### src/pgc_pkg.sv
// Package: widths, constants, types and the arctangent table of the go-to-goal controller.
`default_nettype none
package pgc_pkg;

  localparam int unsigned CORDIC_STEPS_DEF = 16;

  // CORDIC datapath widths
  localparam int CW  = 38;        // x/y vector width
  localparam int ZW  = 21;        // angle accumulator, Q16 radians
  localparam int MBW = 17;        // second multiplier operand
  localparam int PW  = CW + MBW;  // product width

  localparam logic signed [ZW-1:0] PI_Q16     = 21'sd205887;
  localparam logic signed [18:0]   PI_Q12     = 19'sd12868;
  localparam logic signed [18:0]   TWO_PI_Q12 = 19'sd25736;
  localparam logic signed [MBW-1:0] KINV_Q16  = 17'sd39797;

  // configuration register indexes
  localparam logic [2:0] REG_DIST_GAIN    = 3'd0;
  localparam logic [2:0] REG_BEARING_GAIN = 3'd1;
  localparam logic [2:0] REG_FINAL_GAIN   = 3'd2;
  localparam logic [2:0] REG_DIST_TOL     = 3'd3;
  localparam logic [2:0] REG_ANGLE_TOL    = 3'd4;

  typedef enum logic [1:0] {
    OP_GOAL = 2'd0,
    OP_POSE = 2'd1,
    OP_TICK = 2'd2
  } op_e;

  typedef enum logic [4:0] {
    ST_IDLE,
    ST_GQ0,
    ST_GQ1,
    ST_GQ2,
    ST_GQ3,
    ST_GQ4,
    ST_CSTART,
    ST_CWAIT,
    ST_DIST,
    ST_DEC,
    ST_BR,
    ST_SPD,
    ST_MA,
    ST_MB,
    ST_OUT
  } state_e;

  typedef struct packed {
    logic                 done;
    logic signed [ZW-1:0] ang;
    logic signed [CW-1:0] mag;
  } cord_res_t;

  function automatic logic [16:0] atan_q16(input logic [4:0] k);
    logic [16:0] r;
    unique case (k)
      5'd0:  r = 17'd51472;
      5'd1:  r = 17'd30386;
      5'd2:  r = 17'd16055;
      5'd3:  r = 17'd8150;
      5'd4:  r = 17'd4091;
      5'd5:  r = 17'd2047;
      5'd6:  r = 17'd1024;
      5'd7:  r = 17'd512;
      5'd8:  r = 17'd256;
      5'd9:  r = 17'd128;
      5'd10: r = 17'd64;
      5'd11: r = 17'd32;
      5'd12: r = 17'd16;
      5'd13: r = 17'd8;
      5'd14: r = 17'd4;
      5'd15: r = 17'd2;
      5'd16: r = 17'd1;
      default: r = 17'd0;
    endcase
    return r;
  endfunction

endpackage
`default_nettype wire

### src/pgc_cordic.sv
// Iterative vectoring CORDIC: one micro-rotation per cycle, angle and scaled magnitude.
`default_nettype none
module pgc_cordic #(
  parameter int unsigned Steps = pgc_pkg::CORDIC_STEPS_DEF
) (
  input  wire logic                          clk_i,
  input  wire logic                          rst_ni,
  input  wire logic                          start_i,
  input  wire logic signed [pgc_pkg::CW-1:0] x_i,
  input  wire logic signed [pgc_pkg::CW-1:0] y_i,
  output pgc_pkg::cord_res_t                 res_o
);
  import pgc_pkg::*;

  localparam int CntW = $clog2(Steps + 1);

  logic                 busy_q, busy_d;
  logic                 done_q, done_d;
  logic [CntW-1:0]      cnt_q, cnt_d;
  logic signed [CW-1:0] x_q, x_d, y_q, y_d;
  logic signed [ZW-1:0] z_q, z_d;
  logic                 zero_q, zero_d;
  logic [4:0]           k;
  logic signed [CW-1:0] xs, ys;
  logic signed [ZW-1:0] at;

  assign k  = 5'(cnt_q);
  assign xs = x_q >>> k;
  assign ys = y_q >>> k;
  assign at = signed'(ZW'(atan_q16(k)));

  always_comb begin
    busy_d = busy_q;
    done_d = 1'b0;
    cnt_d  = cnt_q;
    x_d    = x_q;
    y_d    = y_q;
    z_d    = z_q;
    zero_d = zero_q;
    if (start_i) begin
      zero_d = (x_i == '0) && (y_i == '0);
      cnt_d  = '0;
      busy_d = 1'b1;
      if (x_i < 0) begin
        z_d = (y_i >= 0) ? PI_Q16 : -PI_Q16;
        x_d = -x_i;
        y_d = -y_i;
      end else begin
        z_d = '0;
        x_d = x_i;
        y_d = y_i;
      end
    end else if (busy_q) begin
      if (y_q > 0) begin
        x_d = x_q + ys;
        y_d = y_q - xs;
        z_d = z_q + at;
      end else begin
        x_d = x_q - ys;
        y_d = y_q + xs;
        z_d = z_q - at;
      end
      cnt_d = cnt_q + 1'b1;
      if (cnt_q == CntW'(Steps - 1)) begin
        busy_d = 1'b0;
        done_d = 1'b1;
      end
    end
  end

  always_ff @(posedge clk_i or negedge rst_ni) begin
    if (!rst_ni) begin
      busy_q <= 1'b0;
      done_q <= 1'b0;
      cnt_q  <= '0;
    end else begin
      busy_q <= busy_d;
      done_q <= done_d;
      cnt_q  <= cnt_d;
    end
  end

  always_ff @(posedge clk_i) begin
    x_q    <= x_d;
    y_q    <= y_d;
    z_q    <= z_d;
    zero_q <= zero_d;
  end

  assign res_o.done = done_q;
  assign res_o.ang  = zero_q ? '0 : z_q;
  assign res_o.mag  = x_q;

endmodule
`default_nettype wire

### src/polar_go_to_goal_controller.sv
// Top level: polar go-to-goal controller with a shared multiplier and iterative CORDIC.
//
// Input stream (s_axis): one request per item. tuser carries the opcode (goal update,
// pose update, control tick); tdata carries position, pose heading and goal quaternion.
// Output stream (m_axis): one result per control tick: linear and angular speed in tdata,
// the stop flag in tuser. Goal and pose requests give no result; opcode 3 is dropped.
// Config port: cfg_we_i writes cfg_wdata_i into register cfg_addr_i in the same cycle;
// only write while no request is in flight.
//
// Sequencing: a pose request is stored and the sequencer stays idle. A goal request keeps
// s_axis_tready low for four products on the shared multiplier, then one atan2 on the
// CORDIC. A tick runs the CORDIC, the distance and bearing steps and, unless it stops,
// the speed and turn-rate products; the CORDIC run dominates (one micro-rotation per
// cycle). s_axis_tready is high only while the sequencer is idle.
// The result sits in an output register; goal and pose requests are taken while it waits,
// a later tick holds in its last step until the register frees.
// Reset clears goal, pose, stored turn rate and arming, and loads default gains and tolerances.
`default_nettype none
module polar_go_to_goal_controller #(
  parameter int unsigned CORDIC_STEPS = pgc_pkg::CORDIC_STEPS_DEF
) (
  input  wire logic         clk_i,
  input  wire logic         rst_ni,
  input  wire logic         s_axis_tvalid,
  output logic              s_axis_tready,
  // pos_x[31:0], pos_y[63:32], heading[79:64], quat_x[95:80], quat_y[111:96],
  // quat_z[127:112], quat_w[143:128]
  input  wire logic [143:0] s_axis_tdata,
  // opcode[1:0]
  input  wire logic [1:0]   s_axis_tuser,
  output logic              m_axis_tvalid,
  input  wire logic         m_axis_tready,
  // linear_speed[30:0], angular_speed[46:31], zero pad[47]
  output logic [47:0]       m_axis_tdata,
  // stopped[0]
  output logic [0:0]        m_axis_tuser,
  input  wire logic         cfg_we_i,
  input  wire logic [2:0]   cfg_addr_i,
  input  wire logic [30:0]  cfg_wdata_i
);
  import pgc_pkg::*;

  function automatic logic signed [16:0] q16_to_q12(input logic signed [ZW-1:0] z);
    logic signed [ZW-1:0] t;
    t = z + ZW'(8);
    return signed'(t[ZW-1:4]);
  endfunction

  // truncated remainder by 2pi, then fold into [-pi, pi]
  function automatic logic signed [18:0] wrap_turn(input logic signed [18:0] a);
    logic signed [18:0] r;
    r = a;
    if (a >= TWO_PI_Q12)       r = a - TWO_PI_Q12;
    else if (a <= -TWO_PI_Q12) r = a + TWO_PI_Q12;
    if (r > PI_Q12)            r = r - TWO_PI_Q12;
    else if (r < -PI_Q12)      r = r + TWO_PI_Q12;
    return r;
  endfunction

  // configuration
  logic [15:0] dist_gain_q, bear_gain_q, fin_gain_q;
  logic [30:0] dist_tol_q;
  logic [14:0] ang_tol_q;

  // controller state
  state_e             state_q, state_d;
  logic [1:0]         op_q, op_d;
  logic signed [31:0] goal_px_q, goal_px_d, goal_py_q, goal_py_d;
  logic signed [31:0] pose_px_q, pose_px_d, pose_py_q, pose_py_d;
  logic signed [15:0] goal_ang_q, goal_ang_d, pose_ang_q, pose_ang_d;
  logic               armed_q, armed_d;
  logic signed [15:0] last_turn_q, last_turn_d;

  // datapath
  logic signed [15:0]  qx_q, qy_q, qz_q, qw_q, qx_d, qy_d, qz_d, qw_d;
  logic signed [CW-1:0] cx_q, cx_d, cy_q, cy_d, acc_q, acc_d;
  logic [33:0]          dist_q, dist_d;
  logic signed [18:0]   alpha_q, alpha_d, beta_q, beta_d;
  logic [30:0]          res_v_q, res_v_d;
  logic signed [15:0]   res_w_q, res_w_d;
  logic                 res_stop_q, res_stop_d;
  logic                 out_vld_q, out_vld_d;
  logic [30:0]          out_v_q, out_v_d;
  logic signed [15:0]   out_w_q, out_w_d;
  logic                 out_stop_q, out_stop_d;

  // shared multiplier
  logic signed [CW-1:0]  mul_a;
  logic signed [MBW-1:0] mul_b;
  logic signed [PW-1:0]  prod_q, prod_d;

  logic      cord_start;
  cord_res_t cord_res;

  logic               accept;
  logic signed [15:0] h_in, h_wrap;
  logic signed [16:0] phi;
  logic signed [16:0] ang_err, ang_err_abs;
  logic               stop_br;
  logic signed [CW-1:0] s_sum, w_full;
  logic               out_free;

  pgc_cordic #(.Steps(CORDIC_STEPS)) u_cordic (
    .clk_i  (clk_i),
    .rst_ni (rst_ni),
    .start_i(cord_start),
    .x_i    (cx_q),
    .y_i    (cy_q),
    .res_o  (cord_res)
  );

  assign s_axis_tready = (state_q == ST_IDLE);
  assign accept        = s_axis_tvalid && s_axis_tready;
  assign cord_start    = (state_q == ST_CSTART);
  assign out_free      = !out_vld_q || m_axis_tready;

  assign h_in   = signed'(s_axis_tdata[79:64]);
  assign h_wrap = (h_in >= 16'sd12868) ? 16'(h_in - 16'sd25736) :
                  (h_in < -16'sd12868) ? 16'(h_in + 16'sd25736) : h_in;

  assign phi         = q16_to_q12(cord_res.ang);
  assign ang_err     = 17'(goal_ang_q) - 17'(pose_ang_q);
  assign ang_err_abs = (ang_err < 0) ? -ang_err : ang_err;
  assign stop_br     = (dist_q < {3'b0, dist_tol_q}) || !armed_q;
  assign s_sum       = acc_q - prod_q[CW-1:0];
  assign w_full      = (s_sum + CW'(8192)) >>> 14;

  // multiplier operand select
  always_comb begin
    mul_a = '0;
    mul_b = '0;
    unique case (state_q)
      ST_GQ0: begin mul_a = CW'(qw_q); mul_b = MBW'(qz_q); end
      ST_GQ1: begin mul_a = CW'(qx_q); mul_b = MBW'(qy_q); end
      ST_GQ2: begin mul_a = CW'(qz_q); mul_b = MBW'(qz_q); end
      ST_GQ3: begin mul_a = CW'(qy_q); mul_b = MBW'(qy_q); end
      ST_DIST: begin mul_a = cord_res.mag; mul_b = KINV_Q16; end
      ST_BR: begin mul_a = signed'({4'b0, dist_q}); mul_b = signed'({1'b0, dist_gain_q}); end
      ST_SPD: begin mul_a = CW'(alpha_q); mul_b = signed'({1'b0, bear_gain_q}); end
      ST_MA: begin mul_a = CW'(beta_q); mul_b = signed'({1'b0, fin_gain_q}); end
      default: begin mul_a = '0; mul_b = '0; end
    endcase
  end

  assign prod_d = mul_a * mul_b;

  // next state
  always_comb begin
    state_d = state_q;
    unique case (state_q)
      ST_IDLE: begin
        if (accept) begin
          if (s_axis_tuser == OP_GOAL)      state_d = ST_GQ0;
          else if (s_axis_tuser == OP_TICK) state_d = ST_CSTART;
        end
      end
      ST_GQ0:    state_d = ST_GQ1;
      ST_GQ1:    state_d = ST_GQ2;
      ST_GQ2:    state_d = ST_GQ3;
      ST_GQ3:    state_d = ST_GQ4;
      ST_GQ4:    state_d = ST_CSTART;
      ST_CSTART: state_d = ST_CWAIT;
      ST_CWAIT: begin
        if (cord_res.done) state_d = (op_q == OP_GOAL) ? ST_IDLE : ST_DIST;
      end
      ST_DIST:   state_d = ST_DEC;
      ST_DEC:    state_d = ST_BR;
      ST_BR:     state_d = stop_br ? ST_OUT : ST_SPD;
      ST_SPD:    state_d = ST_MA;
      ST_MA:     state_d = ST_MB;
      ST_MB:     state_d = ST_OUT;
      ST_OUT:    if (out_free) state_d = ST_IDLE;
      default:   state_d = ST_IDLE;
    endcase
  end

  // datapath and state updates
  always_comb begin
    op_d        = op_q;
    goal_px_d   = goal_px_q;
    goal_py_d   = goal_py_q;
    pose_px_d   = pose_px_q;
    pose_py_d   = pose_py_q;
    goal_ang_d  = goal_ang_q;
    pose_ang_d  = pose_ang_q;
    armed_d     = armed_q;
    last_turn_d = last_turn_q;
    qx_d        = qx_q;
    qy_d        = qy_q;
    qz_d        = qz_q;
    qw_d        = qw_q;
    cx_d        = cx_q;
    cy_d        = cy_q;
    acc_d       = acc_q;
    dist_d      = dist_q;
    alpha_d     = alpha_q;
    beta_d      = beta_q;
    res_v_d     = res_v_q;
    res_w_d     = res_w_q;
    res_stop_d  = res_stop_q;
    out_vld_d   = out_vld_q && !m_axis_tready;
    out_v_d     = out_v_q;
    out_w_d     = out_w_q;
    out_stop_d  = out_stop_q;
    unique case (state_q)
      ST_IDLE: begin
        if (accept) begin
          op_d = s_axis_tuser;
          unique case (s_axis_tuser)
            OP_GOAL: begin
              goal_px_d = signed'(s_axis_tdata[31:0]);
              goal_py_d = signed'(s_axis_tdata[63:32]);
              qx_d      = signed'(s_axis_tdata[95:80]);
              qy_d      = signed'(s_axis_tdata[111:96]);
              qz_d      = signed'(s_axis_tdata[127:112]);
              qw_d      = signed'(s_axis_tdata[143:128]);
            end
            OP_POSE: begin
              pose_px_d  = signed'(s_axis_tdata[31:0]);
              pose_py_d  = signed'(s_axis_tdata[63:32]);
              pose_ang_d = h_wrap;
            end
            OP_TICK: begin
              cx_d = CW'(goal_px_q) - CW'(pose_px_q);
              cy_d = CW'(goal_py_q) - CW'(pose_py_q);
            end
            default: ;
          endcase
        end
      end
      ST_GQ1: acc_d = prod_q[CW-1:0];
      ST_GQ2: cy_d  = (acc_q + prod_q[CW-1:0]) <<< 1;
      ST_GQ3: acc_d = prod_q[CW-1:0];
      ST_GQ4: cx_d  = (CW'(1) <<< 28) - ((acc_q + prod_q[CW-1:0]) <<< 1);
      ST_CWAIT: begin
        if (cord_res.done && op_q == OP_GOAL) begin
          goal_ang_d = phi[15:0];
          armed_d    = 1'b1;
        end
      end
      ST_DEC: dist_d = prod_q[49:16];
      ST_BR: begin
        if (stop_br) begin
          res_v_d    = '0;
          res_w_d    = last_turn_q;
          res_stop_d = 1'b1;
          armed_d    = 1'b0;
          if (ang_err_abs < signed'({2'b0, ang_tol_q})) last_turn_d = '0;
        end else begin
          alpha_d = wrap_turn(19'(phi) - 19'(pose_ang_q));
        end
      end
      ST_SPD: begin
        res_v_d = (|prod_q[PW-1:47]) ? '1 : prod_q[46:16];
        beta_d  = wrap_turn(19'(goal_ang_q) - 19'(pose_ang_q) - alpha_q);
      end
      ST_MA: acc_d = prod_q[CW-1:0];
      ST_MB: begin
        if (w_full > CW'(32767))       res_w_d = 16'sh7FFF;
        else if (w_full < -CW'(32768)) res_w_d = -16'sh8000;
        else                           res_w_d = w_full[15:0];
        last_turn_d = (w_full > CW'(32767)) ? 16'sh7FFF :
                      (w_full < -CW'(32768)) ? -16'sh8000 : w_full[15:0];
        res_stop_d  = 1'b0;
      end
      ST_OUT: begin
        if (out_free) begin
          out_vld_d  = 1'b1;
          out_v_d    = res_v_q;
          out_w_d    = res_w_q;
          out_stop_d = res_stop_q;
        end
      end
      default: ;
    endcase
  end

  always_ff @(posedge clk_i or negedge rst_ni) begin
    if (!rst_ni) begin
      state_q     <= ST_IDLE;
      goal_px_q   <= '0;
      goal_py_q   <= '0;
      pose_px_q   <= '0;
      pose_py_q   <= '0;
      goal_ang_q  <= '0;
      pose_ang_q  <= '0;
      armed_q     <= 1'b0;
      last_turn_q <= '0;
      out_vld_q   <= 1'b0;
      dist_gain_q <= 16'd19661;
      bear_gain_q <= 16'd13107;
      fin_gain_q  <= 16'd8192;
      dist_tol_q  <= 31'd655;
      ang_tol_q   <= 15'd25;
    end else begin
      state_q     <= state_d;
      goal_px_q   <= goal_px_d;
      goal_py_q   <= goal_py_d;
      pose_px_q   <= pose_px_d;
      pose_py_q   <= pose_py_d;
      goal_ang_q  <= goal_ang_d;
      pose_ang_q  <= pose_ang_d;
      armed_q     <= armed_d;
      last_turn_q <= last_turn_d;
      out_vld_q   <= out_vld_d;
      if (cfg_we_i) begin
        unique case (cfg_addr_i)
          REG_DIST_GAIN:    dist_gain_q <= cfg_wdata_i[15:0];
          REG_BEARING_GAIN: bear_gain_q <= cfg_wdata_i[15:0];
          REG_FINAL_GAIN:   fin_gain_q  <= cfg_wdata_i[15:0];
          REG_DIST_TOL:     dist_tol_q  <= cfg_wdata_i;
          REG_ANGLE_TOL:    ang_tol_q   <= cfg_wdata_i[14:0];
          default: ;
        endcase
      end
    end
  end

  always_ff @(posedge clk_i) begin
    op_q       <= op_d;
    qx_q       <= qx_d;
    qy_q       <= qy_d;
    qz_q       <= qz_d;
    qw_q       <= qw_d;
    cx_q       <= cx_d;
    cy_q       <= cy_d;
    acc_q      <= acc_d;
    dist_q     <= dist_d;
    alpha_q    <= alpha_d;
    beta_q     <= beta_d;
    res_v_q    <= res_v_d;
    res_w_q    <= res_w_d;
    res_stop_q <= res_stop_d;
    out_v_q    <= out_v_d;
    out_w_q    <= out_w_d;
    out_stop_q <= out_stop_d;
    prod_q     <= prod_d;
  end

  assign m_axis_tvalid = out_vld_q;
  assign m_axis_tdata  = {1'b0, out_w_q, out_v_q};
  assign m_axis_tuser  = out_stop_q;

  // the goal is disarmed only by the stop branch
  a_disarm_on_stop: assert property (@(posedge clk_i) disable iff (!rst_ni)
    $fell(armed_q) |-> $past(state_q) == ST_BR)
    else $error("goal disarmed outside stop branch");

  // a stopped result never carries linear speed
  a_stop_no_speed: assert property (@(posedge clk_i) disable iff (!rst_ni)
    (m_axis_tvalid && m_axis_tuser[0]) |-> (m_axis_tdata[30:0] == '0))
    else $error("stopped result with nonzero linear speed");

  // leaving the result state always presents a result
  a_out_loaded: assert property (@(posedge clk_i) disable iff (!rst_ni)
    (state_q == ST_OUT && out_free) |=> m_axis_tvalid)
    else $error("result lost on output load");

  // no request taken while the sequencer waits on the CORDIC
  a_busy_no_accept: assert property (@(posedge clk_i) disable iff (!rst_ni)
    (state_q == ST_CWAIT) |-> !s_axis_tready)
    else $error("request accepted during CORDIC run");

endmodule
`default_nettype wire
### config.mk
export PLATFORM = sky130hd
export DESIGN_NAME = polar_go_to_goal_controller
export DESIGN_NICKNAME = d
export VERILOG_FILES = /design/src/pgc_pkg.sv /design/src/pgc_cordic.sv /design/src/polar_go_to_goal_controller.sv
export SDC_FILE = /design/constraint.sdc
export NUM_CORES = 2
export LEC_CHECK = 0
export BUFFER_PORTS_ARGS = -buffer_cell sky130_fd_sc_hd__buf_4
export CAP_MARGIN = 20
export CORE_MARGIN = 8
export CORE_UTILIZATION = 65
export CTS_CLUSTER_SIZE = 12
export DETAILED_ROUTE_END_ITERATION = 16
export PLACE_DENSITY = 0.91
export SETUP_SLACK_MARGIN = 0.3
export SYNTH_ARGS = -nofsm -noshare
export SYNTH_HDL_FRONTEND = slang
export SYNTH_SLANG_ARGS = --single-unit
### constraint.sdc
create_clock -name clk_i -period 10 [get_ports clk_i]
set_input_delay 2 -clock clk_i [delete_from_list [all_inputs] [get_ports clk_i]]
set_output_delay 2 -clock clk_i [all_outputs]
set_load 0.02 [all_outputs]
==> results by group <==
Outcome
  • Outcome: completed

Clock network
  • Clock Sinks: 784
  • CTS hold repair buffers: 0
  • H-Tree Depth: 3
  • CTS tree: yes
  • Clock transition at path regs: ~70 ps
  • CTS max path bufs: 3
  • Clock root cell: clkbuf_16
  • CTS Buf Count: 89
  • Worst-Skew Late Latency: roughly 730 ps

Worst setup path
  • CP max FO: 10
  • Most used cell, CP: fa_1
  • R2r endpoint: prod_q[53]
  • Crit path to: prod_q[53]
  • CP startpoint: state_q[0]
  • Reg2reg setup slack: roughly 470 ps
  • Worst path required time: ~11,000 ps
  • Crit end category: register
  • Critical Path AT: approximately 10,000 ps
  • Reg-to-Reg Start: state_q[0]
  • CP Launch Type: register
  • Slowest CP cell: fa_1
  • Kind of critical path: reg -> reg
  • Worst stage delay on the critical path: 570 ps
  • Worst r2r path cells: 30

Yosys
  • Yosys cell types: between 100 and 150
  • Post-synthesis sequential area ratio: around 28%
  • Synth top area cells: edfxtp_1 (17%), fa_1 (16%), ha_1 (8.3%)
  • FFs w/ async S/R, synth: a little over a third
  • Ys Warns: 0
  • Top FF cell, synth: edfxtp_1
  • Post-Synthesis Cells: approximately 8,400
  • Largest area contributor in the netlist: edfxtp_1
  • Post-synth EDFFs: ~450
  • Most common cell in the netlist: inv_1
  • Commonest cells post-synth: inv_1 (1,030), nand2_1 (992), nor2_1 (788)
  • Syn Std Cell Area: 78,200 sq um
  • Mapped Nets: roughly 9,700
  • Flops & latches, synth: roughly 780
  • Yosys top cell area share: ~17%
  • Syn Area/Cell: between 9 and 10 sq um

Placed design
  • Port-buffer cells: roughly 230
  • DP HPWL: ~220,000 microns
  • Gpl congestion: ~1.1
  • Placed Area: 82,200 sq um
  • Place WS: -151 ps

Route
  • DRC viols: 0
  • WL final: 290,000 microns
  • Routed length per instance: about 28 microns
  • Vias per cell: 6.64
  • DRT Pass-1 Iters: 10
  • Vias: 68,300
  • Antenna-violating nets left: 0
  • First DRT Iteration DRCs: just over 9,000

Min path
  • Path type of the worst min-delay path: reg -> reg
  • Min-delay src: res_v_q[3]

Timing
  • # setup viols final: 0
  • Fin worst setup slack: between 400 and 500 ps
  • Worst-case clock skew: slightly above 60 ps
  • Least-Margin Pin Slew: 1200 ps
  • Slew Limit Fails: 0
  • RSZ-0062 raised after global routing: true
  • Max frequency: roughly 100 MHz
  • Rel. slew slack: 19.6%
  • Hold slack: between 400 and 500 ps
  • Tcrit/Tclk final: roughly 95%
  • Min Tclk post-route: around 9500 ps
  • Final number of hold-violating endpoints: 0

Layout
  • Final Util: a little under three quarters
  • Final net count: a little under 10,000
  • Number of fill cells in the layout: 8,560
  • Design Area, Final: around 86,000 sq um
  • Syn-to-layout area delta: 9.55%
  • Multi-input logic area: 51,800 sq um
  • Register area: roughly 22,000 sq um
  • Fraction of layout cells with a size suffix above 1: 12.0%

Global route
  • Largest net degree at the start of global routing: 161
  • First-pass GRT wire length: 425,000 microns
  • Total GRT Usage: a little over two fifths
  • Aggregate global routing overflow: 0
  • Number of global-route vias before repair: 67,600
  • Initial antenna violation count: 33

Floorplanning
  • Std-Cell Rows: approximately 130
  • Die Ht: 363 microns
  • Io pins: about 240
  • Die ar.: 132,000 sq um
  • Core area: ~120,000 sq um
  • Initial Util: between 60% and 70%
  • Die width: 363 microns

Job
  • Max-Cap Viols: 0
what timing repair did:
| item | in CTS | in global routing |
|---|---|---|
| hold endpoints to repair | 0 | 0 |
| buffers inserted | 7 | 22 |
| gates resized for setup | 22 | 27 |
| gates cloned | 1 | 0 |
| pin swaps | 4 | 12 |
| setup endpoints to repair | 13 | 14 |
worst min path at each step:
stage	endpoint	cells past startpoint
2_1_floorplan	m_axis_tuser	0
3_3_place_gp	out_v_q[30]	0
3_5_place_dp	out_v_q[24]	0
4_1_cts	out_v_q[27]	0
5_1_grt	out_v_q[14]	0
6_report	out_v_q[3]	0
metrics by stage:
stage,std cells,setup TNS (ps)
final,10300,0
after global routing,10300,0
after CTS,10200,0
after detailed placement,10100,-421
after global placement,10100,0
after floorplan,8376,0
sequential cells by signal, summed over array words and instances (netlist names), 32 cells and up:
| signal | flops |
|---|---|
| u_cordic.y_q | 38 |
| acc_q | 38 |
| dist_q | 34 |
| u_cordic.x_q | 38 |
| goal_py_q | 32 |
| pose_px_q | 32 |
| cx_q | 38 |
| cy_q | 38 |
| prod_q | 55 |
| goal_px_q | 32 |
| pose_py_q | 32 |
cells by family after synthesis:
kind of cell	after synthesis	share of synthesized area, %
compound gates	1707	14.8
xor+xnor	529	5.96
mux	330	6.16
flops	784	27.6
fa+ha+maj	1157	24.6
simple gates	2509	14.2
other cells	1	0.00480
buf+inv	1359	6.60
routing by layer:
metal	up-vias	share of wire, %	global-route usage, %
li1	29200	-	-
met1	33200	35	53.0
met2	4675	43	63.9
met3	1147	14	16.0
met4	24	7.9	26.2
met5	-	0.059	0
critical path: cells and delay by family, from the launching register on:
family	cells	cell delay (ps)
flip-flops	1	490
XOR/XNOR	1	150
adder cells (fa/ha/maj)	7	3660
buffers and inverters	5	610
AND/OR/NAND/NOR	4	920
AO/OA/AOI/OAI	13	3540
final cells by class:
type | instances | share of cell area (%)
flip-flops and latches | 784 | 25.2
diodes | 17 | 0.0497
clock buffers | 137 | 3.10
repair buffers | 427 | 3.89
well taps | 1612 | 2.35
inverters | 1033 | 4.53
clock inverters | 29 | 0.345
multi-input cells | 6234 | 60.5
cell usage in the layout, fill, tap and decap left out, types with 27 or more instances in the layout:
master / n
mux4_2: 104
nor4_1: 32
fa_1: 637
a22oi_1: 43
ha_1: 520
nor2_1: 783
clkbuf_16: 95
nand2b_1: 80
or3_1: 77
o31ai_1: 68
or2_2: 37
o211ai_1: 49
dfxtp_1: 55
inv_1: 1028
and2_1: 42
nor2b_1: 54
a21boi_0: 28
mux2i_1: 54
buf_4: 412
a211oi_1: 54
a21o_1: 100
dfrtp_1: 252
o21bai_1: 44
clkbuf_1: 29
a211o_1: 37
mux2_2: 172
a21oi_1: 405
nand4_1: 42
o21a_1: 111
nor3_1: 105
a221o_1: 53
and3_1: 54
nand3_1: 97
edfxtp_1: 446
a31oi_1: 47
a221oi_1: 27
o21ai_0: 350
xor2_1: 174
xnor2_1: 351
nand2_1: 987
Power is not shown: default switching activity piles up to over one toggle a cycle in this logic, so the estimate is an artifact.
